## config.mk

```make
export PLATFORM = sky130hd
export DESIGN_NAME = cconv_div
export DESIGN_NICKNAME = d
export VERILOG_FILES = /design/src/cconv_pkg.sv /design/src/cconv_div.sv
export SDC_FILE = /design/constraint.sdc
export NUM_CORES = 1
export LEC_CHECK = 0
export CORE_ASPECT_RATIO = 1.5
export CORE_MARGIN = 2
export CORE_UTILIZATION = 55
export DETAILED_ROUTE_END_ITERATION = 8
export DONT_BUFFER_PORTS = 1
export PLACE_DENSITY_LB_ADDON = 0.25
export SLEW_MARGIN = 15
export SYNTH_ARGS = -nofsm -noshare
export SYNTH_HDL_FRONTEND = slang
export SYNTH_SLANG_ARGS = --single-unit
```

## constraint.sdc

```tcl
create_clock -name clk -period 5.2 [get_ports clk]
set_input_delay 0.26 -clock clk [delete_from_list [all_inputs] [get_ports clk]]
set_output_delay 0.26 -clock clk [all_outputs]
set_load 0.02 [all_outputs]
```

## src/cconv_pkg.sv

```systemverilog
// shared constants, payload types and divider interface types for the 5x5 convolution unit
package cconv_pkg;

    // frame geometry
    localparam int MAX_WIDTH   = 256;
    localparam int MAX_HEIGHT  = 256;
    localparam int COL_BITS    = $clog2(MAX_WIDTH);
    localparam int ROW_BITS    = $clog2(MAX_HEIGHT);
    localparam int ADDR_BITS   = COL_BITS + ROW_BITS;
    localparam int FRAME_DEPTH = MAX_WIDTH * MAX_HEIGHT;

    // field and register widths
    localparam int COORD_BITS    = 8;
    localparam int PIX_BITS      = 8;
    localparam int DIM_BITS      = 9;
    localparam int POS_BITS      = DIM_BITS + 2;
    localparam int KSIZE         = 5;
    localparam int KHALF         = 2;
    localparam int TAP_BITS      = $clog2(KSIZE);
    localparam int COEF_BITS     = 8;
    localparam int KROW_BITS     = KSIZE * COEF_BITS;
    localparam int CFG_IDX_BITS  = 3;
    localparam int CFG_DATA_BITS = KROW_BITS;
    localparam int PIX_MAX       = 255;

    // arithmetic widths: 25 taps of 8-bit signed by 8-bit unsigned
    localparam int PROD_BITS = COEF_BITS + PIX_BITS + 1;
    localparam int ACC_BITS  = 21;
    localparam int AMT_BITS  = 13;
    localparam int QMAG_BITS = ACC_BITS - 1;
    localparam int DMAG_BITS = AMT_BITS - 1;
    localparam int STEP_BITS = $clog2(QMAG_BITS + 1);

    // configuration register indexes
    localparam logic [CFG_IDX_BITS-1:0] REG_WIDTH  = 3'd0;
    localparam logic [CFG_IDX_BITS-1:0] REG_HEIGHT = 3'd1;
    localparam logic [CFG_IDX_BITS-1:0] REG_KROW0  = 3'd2;
    localparam logic [CFG_IDX_BITS-1:0] REG_KROW1  = 3'd3;
    localparam logic [CFG_IDX_BITS-1:0] REG_KROW2  = 3'd4;
    localparam logic [CFG_IDX_BITS-1:0] REG_KROW3  = 3'd5;
    localparam logic [CFG_IDX_BITS-1:0] REG_KROW4  = 3'd6;

    typedef enum logic {
        FUNC_WRITE = 1'b0,
        FUNC_READ  = 1'b1
    } func_t;

    typedef struct packed {
        func_t                 func;
        logic [COORD_BITS-1:0] col;
        logic [COORD_BITS-1:0] row;
        logic [PIX_BITS-1:0]   pixel;
    } item_t;

    typedef struct packed {
        logic [PIX_BITS-1:0] filtered;
        logic                out_of_range;
    } result_t;

    // divider request and response
    typedef struct packed {
        logic                       start;
        logic signed [ACC_BITS-1:0] num;
        logic signed [AMT_BITS-1:0] den;
    } div_req_t;

    typedef struct packed {
        logic                       done;
        logic signed [ACC_BITS-1:0] quot;
    } div_resp_t;

endpackage

```

## src/cconv_div.sv

```systemverilog
// iterative signed divider, one quotient bit per cycle, truncating toward zero
module cconv_div (
    input  logic                 clk,
    input  logic                 rst_n,
    input  cconv_pkg::div_req_t  req,
    output cconv_pkg::div_resp_t resp
);
    import cconv_pkg::*;

    logic                        busy_reg;
    logic                        done_reg;
    logic [STEP_BITS-1:0]        step_reg;
    logic [DMAG_BITS-1:0]        rem_reg;
    logic [QMAG_BITS-1:0]        quo_reg;
    logic [DMAG_BITS-1:0]        den_reg;
    logic                        neg_reg;
    logic signed [ACC_BITS-1:0]  num_abs;
    logic signed [AMT_BITS-1:0]  den_abs;
    logic [DMAG_BITS:0]          rem_shift;
    logic [DMAG_BITS:0]          rem_diff;
    logic                        fits;

    // operand magnitudes
    assign num_abs = req.num[ACC_BITS-1] ? -req.num : req.num;
    assign den_abs = req.den[AMT_BITS-1] ? -req.den : req.den;

    // restoring step
    assign rem_shift = {rem_reg, quo_reg[QMAG_BITS-1]};
    assign rem_diff  = rem_shift - {1'b0, den_reg};
    assign fits      = rem_shift >= {1'b0, den_reg};

    // control
    always_ff @(posedge clk or negedge rst_n)
    begin
        if (!rst_n)
        begin
            busy_reg <= 1'b0;
            done_reg <= 1'b0;
            step_reg <= '0;
        end
        else
        begin
            done_reg <= 1'b0;
            if (req.start)
            begin
                busy_reg <= 1'b1;
                step_reg <= '0;
            end
            else if (busy_reg)
            begin
                step_reg <= step_reg + 1'b1;
                if (step_reg == STEP_BITS'(QMAG_BITS - 1))
                begin
                    busy_reg <= 1'b0;
                    done_reg <= 1'b1;
                end
            end
        end
    end

    // datapath
    always_ff @(posedge clk)
    begin
        if (req.start)
        begin
            quo_reg <= num_abs[QMAG_BITS-1:0];
            den_reg <= den_abs[DMAG_BITS-1:0];
            rem_reg <= '0;
            neg_reg <= req.num[ACC_BITS-1] ^ req.den[AMT_BITS-1];
        end
        else if (busy_reg)
        begin
            rem_reg <= fits ? rem_diff[DMAG_BITS-1:0] : rem_shift[DMAG_BITS-1:0];
            quo_reg <= {quo_reg[QMAG_BITS-2:0], fits};
        end
    end

    // signed quotient
    assign resp.done = done_reg;
    assign resp.quot = neg_reg ? -$signed({1'b0, quo_reg}) : $signed({1'b0, quo_reg});

endmodule

```

==> results_dict.tcl <==
set metrics [dict create \
    multi_input_area_sq_mm 0.00209 \
    ff_latch_area_sq_mm 0.00141 \
    slew_violations 0 \
    insertion_delay_ns 0.31 \
    final_hold_viol_count 0 \
    clk_pin_slew_ns 0.10 \
    port_buffers 0 \
    filler_cell_count 605 \
    synth-compound-area-share_pct 18.8 \
    period_share_pct 60.6 \
    synth_fa_ha_area_share_pct 6.03 \
    wl_per_cell_microns 15.7 \
    final_cell_mix "47 x nor2_1, 38 x nand2_1, 33 x edfxtp_1, 32 x xnor2_1, 28 x a21oi_1" \
    gp_congestion 0.820 \
    rows 36 \
    drc 0 \
    finalWirelength_microns 7470 \
    synthMuxAreaShare_pct 0.856 \
    die_h_microns 104 \
    layout_commonest_cell "nor2_1" \
    finalClockSkew_ns 0.0106 \
    die_area_sq_mm 0.00732 \
    max_cap_viol_count 0 \
    clockBufferDepth 2 \
    nets 452 \
    die_w_microns 70.5 \
    whs_ns 0.0104 \
    synth_cells 408 \
    core_area_sq_mm 0.00649 \
    cp_max_fo 5 \
    worstPathRequired_ns 4.94 \
    cts_htree_levels 2 \
    num_antenna_cells 0 \
    fin_area_sq_mm 0.00382 \
    slowest_delay_ns 0.53 \
    syn-num-nets 462 \
    start_util_pct 56.3 \
    yosys.cell_types.count 53 \
    fin_tns_setup_ns 0 \
    crit_chain "or4_4 > or3_4 > or4_4 > or3_4 > o21ai_2 > xnor2_1" \
    overflow 0 \
    layout-area-overhead-vs-synth_pct 4.45 \
    worst_slack_ns 2.05 \
    ir_worst_vdd_v 0.000227 \
    power_density_mw_per_mm2 414 \
    dr.pass1.iters 4 \
    synth_top_family_by_area "compound AO/OA/AOI/OAI gates" \
    drive_gt1_share_pct 4.51 \
    dp_hpwl_microns 5640 \
    rrSetupSlack_ns 2.47 \
    synth-main-ff-cell "edfxtp_1" \
    io_pins 59 \
    antenna_found_initial 0 \
    pre_cts_ws_ns 2.41 \
    ctsResizeCount 0 \
    post_cts_buffers 0 \
    vias_per_cell 6.11 \
    grt_pass1_wl_microns 12600 \
    async_reset_ff_share_pct 13.5 \
    yosys_warnings 0 \
    gr-usage-all-layers_pct 20.9 \
    rsz0062_at_grt "no" \
    fmax_ghz 0.318 \
    largest_reg_flops 20 \
    cts.root.buffer_cell "clkbuf_8" \
    grt_pass1_vias 2841 \
    cts_buffers 5 \
    cts_tree "done" \
    worstSetupEndpointType "primary output" \
    ant_nets 0 \
    crit_buf_inv 0 \
    arrival_ns 2.89 \
    grt_max_degree 73 \
    synth_area_sq_mm 0.00365 \
    synth-xor-area-share_pct 13.9 \
    power_uw 1580 \
    hp-class "in -> reg" \
    leakagePower_uw 0.00149 \
    critical_path.top_delay_family "simple AND/OR/NAND/NOR gates" \
    setup_viol 0 \
    place_area_sq_mm 0.00367 \
    slew_headroom_pct 32.9 \
    syn_avg_cell_area_sq_um 8.95 \
    via_count 2903 \
    fin_crit_ns 3.15 \
    synth_edf_count 33 \
    path_class "reg -> out" \
    synth_simple_gate_area_share_pct 17.7 \
    outcome "completed" \
    worst_pin_slew_ns 1.01 \
    drtIter0Drc 198 \
    crit_slowest_cell "or4_4" \
    ys_seq_elements 52 \
    clkSinkCount 52 \
    yosysSeqAreaShare_pct 38.5 \
    cts_hold_buf 1 \
    cp-start-kind "flop" \
]
==> metal layers <==
metal,vias up,track usage [%],wire [microns]
met5,-,0,0
met4,0,5.66,86
met3,6,3.50,427
met2,78,39.8,4110
met1,1373,23.5,2850
li1,1446,-,-
==> stage by stage <==
stage | instances | util [%]
2_1_floorplan | 408 | -
3_3_place_gp | 466 | 56.6
3_5_place_dp | 466 | 56.6
4_1_cts | 475 | 58.8
5_1_grt | 475 | 58.8
6_report | 475 | 58.8
==> final timing paths <==
check | from | end | cells past startpoint
setup reg to reg | den_reg[7] | rem_reg[5] | 8
max in group asynchronous | rst_n | step_reg[1] | 1
hold reg to reg | rem_reg[8] | rem_reg[9] | 2
hold / removal | req[34] | step_reg[4] | 1
min in group asynchronous | rst_n | step_reg[3] | 1
setup / recovery | quo_reg[10] | resp[19] | 6
==> power breakdown <==
part	switching, uW	total, uW	internal [uW]
logic	379	644	265
registers	78.1	606	528
clock network	136	329	192
total	593	1580	986
==> synthesized netlist by cell type, types with 9 or more instances <==
library cell   n  area (sq um)
a21oi_1       28           140
clkbuf_1      13          48.8
dfxtp_1       12           240
edfxtp_1      33           991
ha_1          16           200
inv_1         21          78.8
nand2_1       38           143
nand3_1        9          45.0
nor2_1        47           176
o21ai_0       23           115
o31ai_1       15           113
xnor2_1       32           280
xor2_1        26           228
==> cell families after synthesis <==
group,count (synthesis)
XOR/XNOR,58
AO/OA/AOI/OAI,104
adder cells (fa/ha/maj),17
buffers and inverters,39
flip-flops,52
AND/OR/NAND/NOR,135
multiplexers,3
==> layout make-up <==
cell class                      count  area share (%)
Multi-Input combinational cell    317            54.9
Sequential cell                    52            36.9
Timing Repair Buffer                1           0.262
Clock buffer                        6            1.90
Inverter                           21            2.07
Tap cell                           76            2.49
Clock inverter                      2            1.57
==> worst register-to-register path: stages (launching register included) <==
cell,delay (ns)
edfxtp_1,0.33
inv_1,0.04
ha_1,0.34
and2_1,0.20
a221o_1,0.37
a41o_1,0.31
nor2_1,0.61
nand2_1,0.14
a311oi_1,0.31
No activity file was read; power rests on OpenSTA's default activity.
